--- src/rtl/core/csrmv_pkg.sv ---
// ----------------------------------------------------------------------------
// csrmv_pkg
// shared types and constants of the compressed-row sparse matrix-vector core
// ----------------------------------------------------------------------------
package csrmv_pkg;

    // store depth and field widths
    localparam int MAX_DIM = 1024;
    localparam int IDX_W   = $clog2(MAX_DIM);
    localparam int CNT_W   = IDX_W + 1;
    localparam int VAL_W   = 32;
    localparam int ACC_W   = 2 * VAL_W;

    // packed stream widths, padded to whole bytes
    localparam int S_DATA_W = ((IDX_W + VAL_W + 7) / 8) * 8;
    localparam int M_DATA_W = ((IDX_W + ACC_W + 7) / 8) * 8;

    // saturation limits of the accumulator
    localparam logic [ACC_W-1:0] ACC_MAX = {1'b0, {(ACC_W-1){1'b1}}};
    localparam logic [ACC_W-1:0] ACC_MIN = {1'b1, {(ACC_W-1){1'b0}}};

    // item kinds carried in s_tuser
    typedef enum logic [1:0] {
        ACT_LOAD    = 2'd0,
        ACT_NONZERO = 2'd1,
        ACT_EMPTY   = 2'd2,
        ACT_RESTART = 2'd3
    } action_t;

    // command into the accumulate stage
    typedef struct packed {
        logic             fire;
        action_t          action;
        logic             ends_row;
        logic [ACC_W-1:0] product;
    } acc_cmd_t;

    // result out of the accumulate stage
    typedef struct packed {
        logic             emit;
        logic [IDX_W-1:0] row;
        logic [ACC_W-1:0] sum;
        logic             saturated;
        logic             last_row;
    } acc_res_t;

endpackage

--- src/rtl/core/csrmv_accum.sv ---
// ----------------------------------------------------------------------------
// csrmv_accum
// saturating q32.32 accumulator, row counter and row result formation
// ----------------------------------------------------------------------------
module csrmv_accum (
    input  logic                      clk,
    input  logic                      rst_n,
    input  csrmv_pkg::acc_cmd_t       cmd,
    input  logic [csrmv_pkg::CNT_W-1:0] row_count,
    output csrmv_pkg::acc_res_t       res
);
    import csrmv_pkg::*;

    logic [ACC_W-1:0] acc_reg, acc_next;
    logic             ovf_reg, ovf_next;
    logic [IDX_W-1:0] row_reg, row_next;

    logic [ACC_W-1:0] raw_sum;
    logic [ACC_W-1:0] sat_sum;
    logic             add_ovf;
    logic             sat_flag;
    logic [CNT_W-1:0] eff_rows;
    logic             is_last;
    logic [IDX_W-1:0] row_adv;

    // saturating add of the incoming product
    always_comb
    begin
        raw_sum  = acc_reg + cmd.product;
        add_ovf  = (acc_reg[ACC_W-1] == cmd.product[ACC_W-1]) &&
                   (raw_sum[ACC_W-1] != acc_reg[ACC_W-1]);
        sat_sum  = add_ovf ? (acc_reg[ACC_W-1] ? ACC_MIN : ACC_MAX) : raw_sum;
        sat_flag = ovf_reg | add_ovf;
    end

    // effective row count and row counter step
    always_comb
    begin
        if (row_count == '0 || row_count > CNT_W'(MAX_DIM))
            eff_rows = CNT_W'(MAX_DIM);
        else
            eff_rows = row_count;
        is_last = {1'b0, row_reg} == (eff_rows - CNT_W'(1));
        row_adv = is_last ? '0 : row_reg + IDX_W'(1);
    end

    // next state and emitted row
    always_comb
    begin
        acc_next      = acc_reg;
        ovf_next      = ovf_reg;
        row_next      = row_reg;
        res.emit      = 1'b0;
        res.row       = row_reg;
        res.sum       = '0;
        res.saturated = 1'b0;
        res.last_row  = is_last;
        if (cmd.fire)
        begin
            unique case (cmd.action)
                ACT_LOAD:
                begin
                end
                ACT_NONZERO:
                begin
                    if (cmd.ends_row)
                    begin
                        res.emit      = 1'b1;
                        res.sum       = sat_sum;
                        res.saturated = sat_flag;
                        acc_next      = '0;
                        ovf_next      = 1'b0;
                        row_next      = row_adv;
                    end
                    else
                    begin
                        acc_next = sat_sum;
                        ovf_next = sat_flag;
                    end
                end
                ACT_EMPTY:
                begin
                    res.emit = 1'b1;
                    acc_next = '0;
                    ovf_next = 1'b0;
                    row_next = row_adv;
                end
                ACT_RESTART:
                begin
                    acc_next = '0;
                    ovf_next = 1'b0;
                    row_next = '0;
                end
                default:
                begin
                end
            endcase
        end
    end

    // state registers
    always_ff @(posedge clk or negedge rst_n)
    begin
        if (!rst_n)
        begin
            acc_reg <= '0;
            ovf_reg <= 1'b0;
            row_reg <= '0;
        end
        else
        begin
            acc_reg <= acc_next;
            ovf_reg <= ovf_next;
            row_reg <= row_next;
        end
    end

    // a restart always returns to row zero
    a_restart_row: assert property (@(posedge clk) disable iff (!rst_n)
        cmd.fire && cmd.action == ACT_RESTART |=> row_reg == '0)
        else $error("row counter not cleared by restart");

    // every emitted row leaves a clean accumulator
    a_emit_clears: assert property (@(posedge clk) disable iff (!rst_n)
        res.emit |=> acc_reg == '0 && !ovf_reg)
        else $error("accumulator not cleared after row end");

    // the last row wraps the counter back to zero
    a_last_wraps: assert property (@(posedge clk) disable iff (!rst_n)
        res.emit && res.last_row |=> row_reg == '0)
        else $error("row counter did not wrap after last row");

endmodule

--- config.mk ---
export PLATFORM = sky130hd
export DESIGN_NAME = csrmv_accum
export DESIGN_NICKNAME = d
export VERILOG_FILES = /design/src/rtl/core/csrmv_pkg.sv /design/src/rtl/core/csrmv_accum.sv
export SDC_FILE = /design/constraint.sdc
export NUM_CORES = 1
export LEC_CHECK = 0
export ABC_AREA = 1
export BUFFER_PORTS_ARGS = -buffer_cell sky130_fd_sc_hd__buf_2
export CAP_MARGIN = 20
export CORE_MARGIN = 2
export CORE_UTILIZATION = 35
export CTS_CLUSTER_SIZE = 28
export DETAILED_ROUTE_END_ITERATION = 10
export GPL_ROUTABILITY_DRIVEN = 0
export PLACE_DENSITY_LB_ADDON = 0.1
export SLEW_MARGIN = 0
export SYNTH_ARGS = -nofsm -noshare
export SYNTH_HDL_FRONTEND = slang
export SYNTH_SLANG_ARGS = --single-unit
--- constraint.sdc ---
create_clock -name clk -period 2.58 [get_ports clk]
set_input_delay 0.258 -clock clk [delete_from_list [all_inputs] [get_ports clk]]
set_output_delay 0.258 -clock clk [all_outputs]
set_load 0.05 [all_outputs]
# Word level (Yosys, flattened, before mapping)
# Index checks and enable logic that the tools add are counted.
# Widths: inputs -> output; s select.
[word_totals]
reg_bits = 75
in_bits = 81
output_inout_bits = 77
wordCells = 39
[classes]
n_addsub = 3
magnitude_cmp = 1
eq_ne = 7
n_mux = 16
bitwise = 1
reduce_logical = 8
[op_table]
columns = ["op", "count"]
rows = [
  ["$mux 65", 3],
  ["$mux 64", 3],
  ["$pmux 64 s2", 1],
  ["$add 64x64->64", 1],
  ["$pmux 10 s3", 1],
  ["$mux 10", 2],
  ["$eq 10x11->1", 1],
  ["$gt 11x11->1 const B", 1],
  ["$logic_not 11->1", 1],
  ["$mux 11", 1],
  ["$sub 11x1->11 const B", 1],
  ["$add 10x1->10 const B", 1],
  ["$eq 2x2->1 const B", 2],
  ["$pmux 1 s2", 2],
  ["$mux 1", 3],
  ["$reduce_and 3->1", 1],
  ["$reduce_bool 3->1", 1],
  ["$eq 2x1->1 const B", 1],
  ["$ne 2x2->1 const B", 1],
  ["$reduce_and 2->1", 1],
  ["$reduce_bool 2->1", 1],
  ["$reduce_or 2->1", 1],
  ["$eq 1x1->1", 1],
  ["$logic_and 1x1->1", 1],
  ["other kinds (3)", 3],
]

# Logic depth before layout (Yosys ltp)
# Gate-level depths: netlist (run 1).
[logic_depth]
word_depth = 8
mapped_depth = 20
depth_no_buf = 20

# Worst setup path before layout (run 1)
# Ideal clock, no wire load.
[synth_path]
kind = "register to output"
startpoint = "register acc_reg[0]"
endpoint = "output res[40] (netlist bit)"
arrival_ns = 2.769
path_slack_ns = -0.447
path_stages_with_launch = 18
cell_sequence = "dfrtp_1 -> ha_1 -> fa_1 -> nand2_1 -> inv_1 -> nand2_1 -> nand2_1 -> a21oi_1 -> o21ai_0 -> nand2_1 -> nand2_1 -> nand2_1 -> nor2_1 -> nor2_1 -> nand2_1 -> nand3_1 -> nand2_1 -> nor2_1"
[synth_lines]
columns = ["item", "line", "rtl"]
rows = [
  ["from (decl)", "csrmv_accum.sv:14", "logic [ACC_W-1:0] acc_reg, acc_next;"],
  ["from (signal assigned)", "csrmv_accum.sv:112", "acc_reg <= acc_next;"],
  ["to (decl)", "csrmv_accum.sv:10", "output csrmv_pkg::acc_res_t res"],
]

==> summary.txt, run 1 <==
Yosys
  • Post-synth top flop: dfrtp_1
  • Syn nets: 1701
  • Number of synthesized flops with an enable pin: 0
  • Avg Cell Area, Syn: 5.848 um2
  • Post-synth ARST share: 1.000
  • Synthesized cell area: 0.009064 mm2
  • Mapped Cells: 1550
  • FF+latch count, synth: 75
  • Synth cell types: 39
  • Sequential area share after synthesis: 0.2071
  • Synth warn: 0

Die
  • Die extent in x: 164.9 um
  • Height of the die: 164.9 um
  • Die ar.: 0.02720 mm2
  • Number of core rows: 58
  • I/O pin count: 158
  • Core area: 0.02533 mm2
  • Initial Util: 0.3579

Job
  • Max_cap viols: 0

Power and ir drop
  • Leak: 8.186 nW
  • Internal: 5.228 mW
  • Pwr/cell area: 573.8 mW/mm2
  • Clock power frac: 0.133
  • Net Sw Frac: 0.4662
  • Comb pwr share: 0.704
  • Psw: 4.566 mW
  • Max VDD drop: 0.0004338 V
  • Sequential share of power: 0.164

Final layout
  • Multi-input logic area: 0.008977 mm2
  • Register Area: 0.001877 mm2
  • Layout Nets: 2246
  • Max reg flops: 64
  • Final Cell Area: 0.01707 mm2
  • Area growth syn-to-layout: 88.33%
  • # fillers: 2175
  • Ratio of cells with drive above 1 in the final layout: 0.4995

CTS
  • TritonCTS clock tree: built
  • Clock transition at path regs: 70 ps
  • Max Buffers Root-to-Sink: 2
  • H-tree levels: 3
  • CTS Root Cell: clkbuf_16
  • Total CTS buffers: 9
  • CTS sink cnt: 75
  • Clk Latency, worst-skew pair: 360 ps

Routing
  • Via count: 12200
  • Pre-antenna DRT Iters: 7
  • DRC violations left: 0
  • Vias per cell: 5.019
  • Routed WL: 40.04 mm
  • Number of routed nets with antenna violations: 0
  • Wirelength per Cell: 16.47 um
  • Iter 0 DRT Violations: 761

Timing
  • Min setup slack post-route: -576.2 ps
  • Slew Viols, Final: 0
  • Crit path time final: 3156 ps
  • Tcrit/Tclk final: 1.223
  • Max transition margin: 0.4669
  • Worst-Margin Slew: 799.6 ps
  • Final number of hold-violating endpoints: 0
  • Max Clk Rate: 316.8 MHz
  • Layout Skew: 14.48 ps
  • RSZ-0062 raised after global routing: yes
  • Setup violations, final: 77
  • WHS: 320.5 ps

Worst setup path
  • CP arrival: 2900 ps
  • Max FO, Critical Path: 8
  • Critical-path cell list: ha_1, nand2_1, nor2_4, nand2_4, clkinv_4, nand2_4, nor3_4, nand2_2, buf_6, nand4_4, buf_12, buf_6, nand3b_1, nand2_2, clkinvlp_4, buf_8
  • Worst path slowest cell: dfrtp_1
  • WS Path Type: reg -> out
  • CP required: 2320 ps
  • Critical Path Source Type: flop
  • Worst path max stage delay: 410 ps
  • Critical path capture point type: output pin

Run status
  • Status: finished, violations left
  • Failing checks: setup timing

Global route
  • GR Overflow Total: 0
  • First-pass GRT wire length: 61.69 mm
  • Vias in the first global route: 12105
  • Initial antenna violation count: 1
  • All-layer global routing usage: 0.2911
  • Largest net degree at the start of global routing: 66

Placement
  • PortBufs: 157
  • Hpwl dp: 28.91 mm
  • Placement Cell Area: 0.01299 mm2

Min path
  • HP Class: in -> reg
power groups by stage:
stage | Sequential (mW) | Clock, mW | Combinational [mW]
floorplan | 1.65 | 0 | 2.77
global placement | 1.56 | 0 | 4.92
detailed placement | 1.56 | 0 | 4.94
CTS | 1.59 | 1.32 | 6.25
global route | 1.63 | 1.36 | 7.43
finish | 1.60 | 1.30 | 6.89
cells by family (layout without fill, tap and decap cells):
| group | count (synthesis) | in the layout | synth area share |
|---|---|---|---|
| buffers and inverters | 212 | 762 | 0.09359 |
| other | 0 | 1 | 0 |
| xor gates and xnor gates | 48 | 48 | 0.04804 |
| and+or+nand+nor | 899 | 899 | 0.4070 |
| DFF | 75 | 75 | 0.2071 |
| adders and majority gates | 70 | 70 | 0.09746 |
| AOI/OAI and AO/OA | 246 | 246 | 0.1469 |
final timing paths:
| check | depth (start not counted) | slack [ps] | from | end |
|---|---|---|---|---|
| worst max register to register | 16 | -170 | acc_reg[34]$_DFFE_PN0P_ | acc_reg[48]$_DFFE_PN0P_ |
| max in group asynchronous | 3 | 1470 | rst_n | row_reg[9]$_DFFE_PN0P_ |
| min in group asynchronous | 2 | 460 | rst_n | acc_reg[20]$_DFFE_PN0P_ |
| worst max-delay path | 16 | -580 | acc_reg[56]$_DFFE_PN0P_ | res[1] |
| worst min-delay path | 3 | 320 | cmd[63] | acc_reg[63]$_DFFE_PN0P_ |
| worst min register to register | 2 | 470 | ovf_reg$_DFFE_PN0P_ | ovf_reg$_DFFE_PN0P_ |
cell usage after synthesis (2+ instances only):
cell | instances | area (um2)
a21o_1 | 3 | 22.52
nor2_2 | 7 | 43.79
o21a_1 | 10 | 75.07
buf_6 | 5 | 56.30
a31oi_1 | 6 | 37.54
buf_2 | 9 | 45.04
inv_2 | 6 | 22.52
o21ai_0 | 65 | 325.3
ha_1 | 69 | 863.3
nand3_2 | 10 | 100.1
o211ai_1 | 4 | 30.03
o21bai_1 | 12 | 90.09
nand3_1 | 100 | 500.5
clkbuf_1 | 20 | 75.07
a21oi_1 | 89 | 445.4
inv_1 | 169 | 634.4
nor2_1 | 239 | 897.1
a21oi_2 | 2 | 17.52
o21ai_1 | 51 | 255.2
xor2_1 | 17 | 148.9
nand3b_1 | 6 | 45.04
nor3_1 | 17 | 85.08
dfrtp_1 | 75 | 1877
nand4_1 | 12 | 75.07
nand2_2 | 7 | 43.79
xnor2_1 | 30 | 262.8
nand2_1 | 498 | 1869
critical path, delay by kind of cell, from the launching register on:
| family | cells | cell delay, ps |
|---|---|---|
| adders and majority gates | 1 | 340 |
| buffers and inverters | 6 | 680 |
| and+or+nand+nor | 9 | 1110 |
| DFF | 1 | 410 |
through the flow:
stage	power [mW]	setup TNS (ps)	util	instances	worst slack (ps)
floorplan	4.419	-2.946	-	1550	-2.946
global placement	6.475	-29880	0.5127	2315	-480.2
detailed placement	6.504	-31810	0.5127	2315	-473.9
CTS	9.156	-32470	0.6317	2394	-532.7
global route	10.41	-44040	0.6739	2430	-694.0
finish	9.795	-34350	0.6740	2431	-576.2
layout make-up:
| class | instances | share of cell area |
|---|---|---|
| diodes | 1 | 0.0001466 |
| clock buffers | 12 | 0.01444 |
| clock inverters | 4 | 0.001979 |
| inverters | 176 | 0.03951 |
| multi-input cells | 1263 | 0.5259 |
| flip-flops and latches | 75 | 0.1099 |
| well taps | 330 | 0.02419 |
| repair buffers | 570 | 0.2839 |
routing by layer:
metal	GRT usage	share of wire
met5	0	0
met4	0.1020	0.033
met3	0.04671	0.060
met2	0.4717	0.46
met1	0.3922	0.45
placed cells by master (no fill, tap or decap), drive strengths merged:
master and count:
ha 69, and2 1, o41ai 1, diode 1
a21boi 2, o211ai 4, o21ai 117, xnor2 30
nand3b 6, dfrtp 75, fa 1, clkinv 2
dlygate4sd3 1, a21o 3, clkinvlp 2, o21a 10
nand3 110, buf 569, a21oi 91, clkbuf 12
nor3 18, inv 176, xor3 1, o21bai 12
nand2 505, nand4 13, xor2 17, a31oi 6
nor2 246
what timing repair did:
item,in CTS,in global routing
cloned,8,0
setup endpoints to repair,121,137
buffers inserted,54,38
endpoints found under the hold margin,41,0
hold buffers,1,0
pin swaps,117,93
resized for setup,512,210
Power figures use the tool's default switching activity.
==> run 2, diff against run 1 <==
--- a/config.mk
+++ b/config.mk
@@ -8,11 +8,12 @@
 export ABC_AREA = 1
 export BUFFER_PORTS_ARGS = -buffer_cell sky130_fd_sc_hd__buf_2
 export CAP_MARGIN = 20
-export CORE_MARGIN = 2
+export CORE_MARGIN = 1.5
 export CORE_UTILIZATION = 35
 export CTS_CLUSTER_SIZE = 28
 export DETAILED_ROUTE_END_ITERATION = 10
 export GPL_ROUTABILITY_DRIVEN = 0
+export MAX_ROUTING_LAYER = met4
 export PLACE_DENSITY_LB_ADDON = 0.1
 export SLEW_MARGIN = 0
 export SYNTH_ARGS = -nofsm -noshare
==> run 2 against run 1 <==
  * The flow still finishes with violations (setup timing)
  * Hold slack worse by 19 ps
  * Power up 10%
  * Count of clock-buffer cells in the layout down 2
  * Sequential power about the same
  * Combinational power up 13%
  * Via count up 3.7%
  * Cell count up 0.99%
  * Cell area up 7.3%
==> summary.txt, run 2 (synthesis results as in run 1) <==
Run status
  • Failing checks: setup timing
  • Status: finished, violations left

Global route
  • GR Overflow Total: 0 (unchanged)
  • All-layer global routing usage: 0.3121 (+0.02102)
  • First-pass GRT wire length: 63.55 mm (+3.0%)
  • Largest net degree at the start of global routing: 45 (-32%)
  • Vias in the first global route: 12398 (+2.4%)
  • Initial antenna violation count: 1 (unchanged)

Routing
  • Routed WL: 42.35 mm (+5.8%)
  • DRC violations left: 0 (unchanged)
  • Via count: 12655 (+3.7%)
  • Wirelength per Cell: 17.25 um (+4.8%)
  • Pre-antenna DRT Iters: 8 (+1)
  • Number of routed nets with antenna violations: 0 (unchanged)
  • Vias per cell: 5.155 (+2.7%)
  • Iter 0 DRT Violations: 820 (+7.8%)

Final layout
  • Max reg flops: 64 (unchanged)
  • Layout Cells excl Fill: 2455 (+0.99%)
  • Area growth syn-to-layout: 102.1%
  • Most common cell after layout, fill and taps aside: buf_4
  • Most frequent cells in the layout: buf_4 (365), nand2_1 (315), inv_1 (141)
  • Layout Nets: 2270 (+1.1%)
  • Ratio of cells with drive above 1 in the final layout: 0.5697 (+0.07016)

Placement
  • DP Worst Slack: -541.5 ps (-67.60 ps)
  • PortBufs: 157 (unchanged)
  • Placed cells: 2320 (+0.22%)
  • Hpwl dp: 28.71 mm (-0.66%)

CTS
  • Clk Latency, worst-skew pair: 360 ps (about the same)
  • TritonCTS clock tree: built
  • CTS Root Cell: clkbuf_16
  • Max Buffers Root-to-Sink: 2 (unchanged)
  • CTS sink cnt: 75 (unchanged)
  • H-tree levels: 3 (unchanged)
  • Total CTS buffers: 9 (unchanged)
  • Clock transition at path regs: 70 ps (about the same)

Worst setup path
  • CP required: 2320 ps (about the same)
  • Critical path capture point type: output pin
  • FF-to-FF Start: acc_reg[0]$_DFFE_PN0P_
  • Critical Path Source Type: flop
  • Max FO, Critical Path: 5 (-3)
  • Reg2reg setup slack: -130 ps (+40 ps)
  • WS Path Type: reg -> out
  • R2R cell count: 19 (+3)
  • Reg2reg end: acc_reg[54]$_DFFE_PN0P_
  • CP arrival: 3000 ps (+100 ps)

Power and ir drop
  • Leak: 8.597 nW (+5.0%)
  • Pwr/cell area: 589.4 mW/mm2 (+2.7%)
  • Max VDD drop: 0.0004203 V (-3.1%)

Timing
  • RSZ-0062 raised after global routing: yes
  • Layout Skew: 6.793 ps (-7.689 ps)
  • Min setup slack post-route: -677.9 ps (-101.6 ps)
  • Setup violations, final: 85 (+10%)
  • Max Clk Rate: 307.0 MHz (-3.1%)
  • Slew Viols, Final: 0 (unchanged)
  • Worst-Margin Slew: 907.5 ps (+107.8 ps)
  • Max transition margin: 0.3950 (-0.07188)
  • Final number of hold-violating endpoints: 0 (unchanged)
  • Crit path time final: 3258 ps (+101.6 ps)
  • Tcrit/Tclk final: 1.263 (+0.03939)

Die
  • Core area: 0.02533 mm2 (unchanged)
  • Die extent in x: 163.9 um (-0.61%)
  • Die ar.: 0.02687 mm2 (-1.2%)
  • Number of core rows: 58 (unchanged)
  • I/O pin count: 158 (unchanged)
  • Initial Util: 0.3579 (unchanged)
  • Height of the die: 163.9 um (-0.61%)

Min path
  • Min-delay src: cmd[63]
  • Hold Crit Depth: 3 (unchanged)
  • HP Class: in -> reg
  • Hold Crit Endpoint: acc_reg[63]$_DFFE_PN0P_

Job
  • Max_cap viols: 0 (unchanged)
==> run 2: area by class of cell <==
type	count	area, um2
fillers	1918	7012
clock buffers	10	239.0
multi-input cells	1263	9831
diodes	1	2.502
well taps	330	412.9
flip-flops and latches	75	1877
inverters	176	671.9
clock inverters	6	63.81
repair buffers	594	5218
==> run 2: worst max path at each step <==
| stage | from | endpoint | slack (ps) | cells past startpoint |
|---|---|---|---|---|
| global route | acc_reg[0]$_DFFE_PN0P_ | res[50] | -760 | 20 |
| finish | acc_reg[16]$_DFFE_PN0P_ | res[41] | -680 | 19 |
| floorplan | acc_reg[38]$_DFFE_PN0P_ | res[1] | -3 | 14 |
| global placement | acc_reg[26]$_DFFE_PN0P_ | res[2] | -510 | 15 |
| detailed placement | acc_reg[26]$_DFFE_PN0P_ | res[2] | -540 | 15 |
| CTS | acc_reg[0]$_DFFE_PN0P_ | res[50] | -570 | 20 |
==> run 2: metal layers <==
layer | routed length, um | vias to the layer above | track usage
li1 | - | 6132 | -
met1 | 18440 | 5972 | 0.4043
met2 | 20210 | 461 | 0.5088
met3 | 2434 | 90 | 0.04015
met4 | 1274 | 0 | 0.08843
met5 | 0 | - | -
==> run 2: through the flow <==
step / hold slack (ps) / utilization / TNS [ps] / area (um2) / total power, mW
finish: 301.8 / 0.7232 / -39670 / 18320 / 10.80
global route: 351.1 / 0.7232 / -46540 / 18320 / 11.38
floorplan: -37.59 / - / -2.946 / 9470 / 4.419
global placement: 264.5 / 0.5142 / -33940 / 13020 / 6.497
detailed placement: 274.7 / 0.5142 / -38310 / 13020 / 6.525
CTS: 295.0 / 0.6688 / -31020 / 16940 / 9.778
==> run 2: timing repair <==
action | 4_1_cts | 5_1_grt
setup endpoints to repair | 128 | 123
cloned | 13 | 1
setup buffers | 87 | 39
resized for setup | 677 | 305
hold buffers | 1 | 0
endpoints found under the hold margin | 33 | 0
pin swaps | 123 | 116
==> run 2: worst max-delay path, stage by stage, from the launching register on <==
cell and delay [ps]:
dfrtp_1 410, ha_4 280, nand2_1 60, nand2_1 50, inv_1 50, nor2_1 160, nor2_2 80, o21ai_1 200
a21oi_2 90, nand2_2 120, nand2_4 80, nand2_4 80, nand2_4 60, buf_12 160, buf_8 140, buf_12 150
nand2_4 70, nand2_2 70, nor2_2 130, buf_6 180
==> run 2: report_power, final <==
part | internal [mW] | leakage, nW | total (mW) | switching, mW
Sequential | 1.38 | 1.01 | 1.61 | 0.229
Clock | 0.779 | 0.145 | 1.41 | 0.632
Combinational | 3.58 | 7.45 | 7.78 | 4.20
==> run 3, diff against run 2 <==
--- a/config.mk
+++ b/config.mk
@@ -15,6 +15,7 @@
 export GPL_ROUTABILITY_DRIVEN = 0
 export MAX_ROUTING_LAYER = met4
 export PLACE_DENSITY_LB_ADDON = 0.1
+export RECOVER_POWER = 50
 export SLEW_MARGIN = 0
 export SYNTH_ARGS = -nofsm -noshare
 export SYNTH_HDL_FRONTEND = slang
==> constraint.sdc (replaced) <==
create_clock -name clk -period 2.58 [get_ports clk]
set_input_delay 0.516 -clock clk [delete_from_list [all_inputs] [get_ports clk]]
set_output_delay 0.516 -clock clk [all_outputs]
set_load 0.05 [all_outputs]
==> run 3 against run 2 <==
  * The flow still finishes with violations (setup timing)
  * Routed wire length down 7.8%
  * Via count fell by 5.3%
  * Combinational power shrank 9.4%
  * Maximum frequency is 2.4% lower
  * Cell count decreased by 3.1%
  * Critical path depth shrank 4
  * Clock skew is 2.1 ps higher
  * First-iteration DRC count shrank 7.7%
==> summary.txt, run 3 (synthesis results as in run 1) <==
Run status
  • Status: finished, violations left
  • Failing checks: setup timing

Worst setup path
  • CP arrival: 2820 ps (-180 ps)
  • FF-to-FF Start: acc_reg[0]$_DFFE_PN0P_
  • Critical path capture point type: output pin
  • Critical Path Source Type: flop
  • Reg2reg end: acc_reg[34]$_DFFE_PN0P_
  • Reg2reg setup slack: 40 ps (+170 ps)
  • CP required: 2060 ps (-260 ps)
  • WS Path Type: reg -> out
  • R2R cell count: 20 (+1)
  • Max FO, Critical Path: 3 (-2)

Die
  • I/O pin count: 158 (unchanged)
  • Number of core rows: 58 (unchanged)
  • Height of the die: 163.9 um (unchanged)
  • Initial Util: 0.3579 (unchanged)
  • Core area: 0.02533 mm2 (unchanged)
  • Die ar.: 0.02687 mm2 (unchanged)
  • Die extent in x: 163.9 um (unchanged)

Routing
  • DRC violations left: 0 (unchanged)
  • Iter 0 DRT Violations: 757 (-7.7%)
  • Via count: 11982 (-5.3%)
  • Wirelength per Cell: 16.41 um (-4.9%)
  • Number of routed nets with antenna violations: 0 (unchanged)
  • Pre-antenna DRT Iters: 5 (-3)
  • Vias per cell: 5.039 (-2.3%)
  • Routed WL: 39.03 mm (-7.8%)

Final layout
  • Most common cell after layout, fill and taps aside: nand2_1
  • Most frequent cells in the layout: nand2_1 (339), buf_4 (320), inv_1 (149)
  • Ratio of cells with drive above 1 in the final layout: 0.4985 (-0.07114)
  • Ant diodes: 0 (-1)
  • Layout Nets: 2194 (-3.3%)
  • Max reg flops: 64 (unchanged)
  • Layout Cells excl Fill: 2378 (-3.1%)
  • Area growth syn-to-layout: 87.93%
  • Final Cell Area: 0.01703 mm2 (-7.0%)

Job
  • Max_cap viols: 0 (unchanged)

CTS
  • CTS sink cnt: 75 (unchanged)
  • Max Buffers Root-to-Sink: 2 (unchanged)
  • TritonCTS clock tree: built
  • Clock transition at path regs: 70 ps (about the same)
  • Clk Latency, worst-skew pair: 360 ps (about the same)
  • CTS Root Cell: clkbuf_16
  • Total CTS buffers: 9 (unchanged)
  • H-tree levels: 3 (unchanged)

Timing
  • Crit path time final: 3339 ps (+80.72 ps)
  • Min setup slack post-route: -758.6 ps (-80.72 ps)
  • Tcrit/Tclk final: 1.294 (+0.03129)
  • Max transition margin: 0.2906 (-0.1045)
  • RSZ-0062 raised after global routing: yes
  • Layout Skew: 8.925 ps (+2.132 ps)
  • Setup_tns: -45560 ps (-5883 ps)
  • Final number of hold-violating endpoints: 0 (unchanged)
  • Slew Viols, Final: 0 (unchanged)
  • Worst-Margin Slew: 1064 ps (+156.7 ps)
  • Setup violations, final: 66 (-22%)
  • Max Clk Rate: 299.5 MHz (-2.4%)

Power and ir drop
  • Tot Pwr: 9.940 mW (-7.9%)
  • Max VDD drop: 0.0004278 V (+1.8%)
  • Pwr/cell area: 583.5 mW/mm2 (-1.0%)
  • Leak: 7.967 nW (-7.3%)

Min path
  • HP Class: in -> async

Placement
  • Hpwl dp: 29.31 mm (+2.1%)
  • Placed cells: 2294 (-1.1%)
  • DP Worst Slack: -778.6 ps (-237.1 ps)
  • PortBufs: 157 (unchanged)
  • Placement Cell Area: 0.01409 mm2 (+8.2%)

Global route
  • Vias in the first global route: 11651 (-6.0%)
  • First-pass GRT wire length: 59.71 mm (-6.0%)
  • All-layer global routing usage: 0.2918 (-0.02030)
  • Largest net degree at the start of global routing: 45 (unchanged)
  • Initial antenna violation count: 0 (-1)
  • GR Overflow Total: 0 (unchanged)
-- run 3: cell count changes in the layout (fill, tap and decap cells not counted), moves of 17 or more --
cell and change:
buf_4 -45, nand2_4 -41, nand3_1 +26, nand2_1 +24, nor2_2 -24, nor2_1 +23
buf_6 -22, a21oi_1 +19, nand3_2 -17
-- run 3: report_power, final --
part           total, mW  internal (mW)  switching, mW  leakage, nW
Combinational       7.05           3.19           3.86         6.83
Clock               1.29          0.659          0.631        0.132
Sequential          1.60           1.38          0.226         1.01
-- run 3: through the flow --
step	hold WS, ps	utilization
after CTS	150.8	0.6205
after global routing	389.5	0.6726
final	307.6	0.6726
after floorplan	220.4	-
after global placement	455.6	0.5564
after detailed placement	456.1	0.5564
-- run 3: worst max-delay path by stage --
stage                            start       to  slack [ps]
2_1_floorplan             row_count[4]   res[0]        -290
3_3_place_gp                   cmd[29]  res[62]        -740
3_5_place_dp                   cmd[62]  res[39]        -780
4_1_cts        acc_reg[32]$_DFFE_PN0P_   res[1]        -780
5_1_grt        acc_reg[38]$_DFFE_PN0P_   res[1]        -880
6_report       acc_reg[35]$_DFFE_PN0P_  res[38]        -760
-- run 3: area by class of cell --
type / instances / area (um2)
Clock buffer: 9 / 225.2
Clock inverter: 7 / 51.30
Fill cell: 2185 / 8293
Inverter: 176 / 669.4
Multi-Input combinational cell: 1263 / 9329
Sequential cell: 75 / 1877
Tap cell: 330 / 412.9
Timing Repair Buffer: 518 / 4469
-- run 3: repair_timing --
item / 4_1_cts / 5_1_grt
pin swaps: 55 / 86
setup endpoints to repair: 68 / 100
gates cloned: 4 / 2
resized for setup: 292 / 276
buffers inserted: 34 / 31
endpoints found under the hold margin: 0 / 0
hold buffers: 0 / 0
-- run 3: worst max-delay path, cell delays in order, from the launching register on --
cell	delay [ps]
dfrtp_1	410
ha_4	240
buf_4	140
nand2_1	130
nor2_2	70
inv_1	160
nor2_2	80
buf_4	130
buf_4	120
a21oi_2	240
nand3_2	180
xnor2_1	170
nand2_2	80
nand2_4	60
nor2_4	100
buf_8	150
-- run 3: metal layers --
metal	track usage	routed length, um
met3	0.02955	1918
met5	-	0
met1	0.3795	17090
met4	0.08926	1330
met2	0.4770	18690
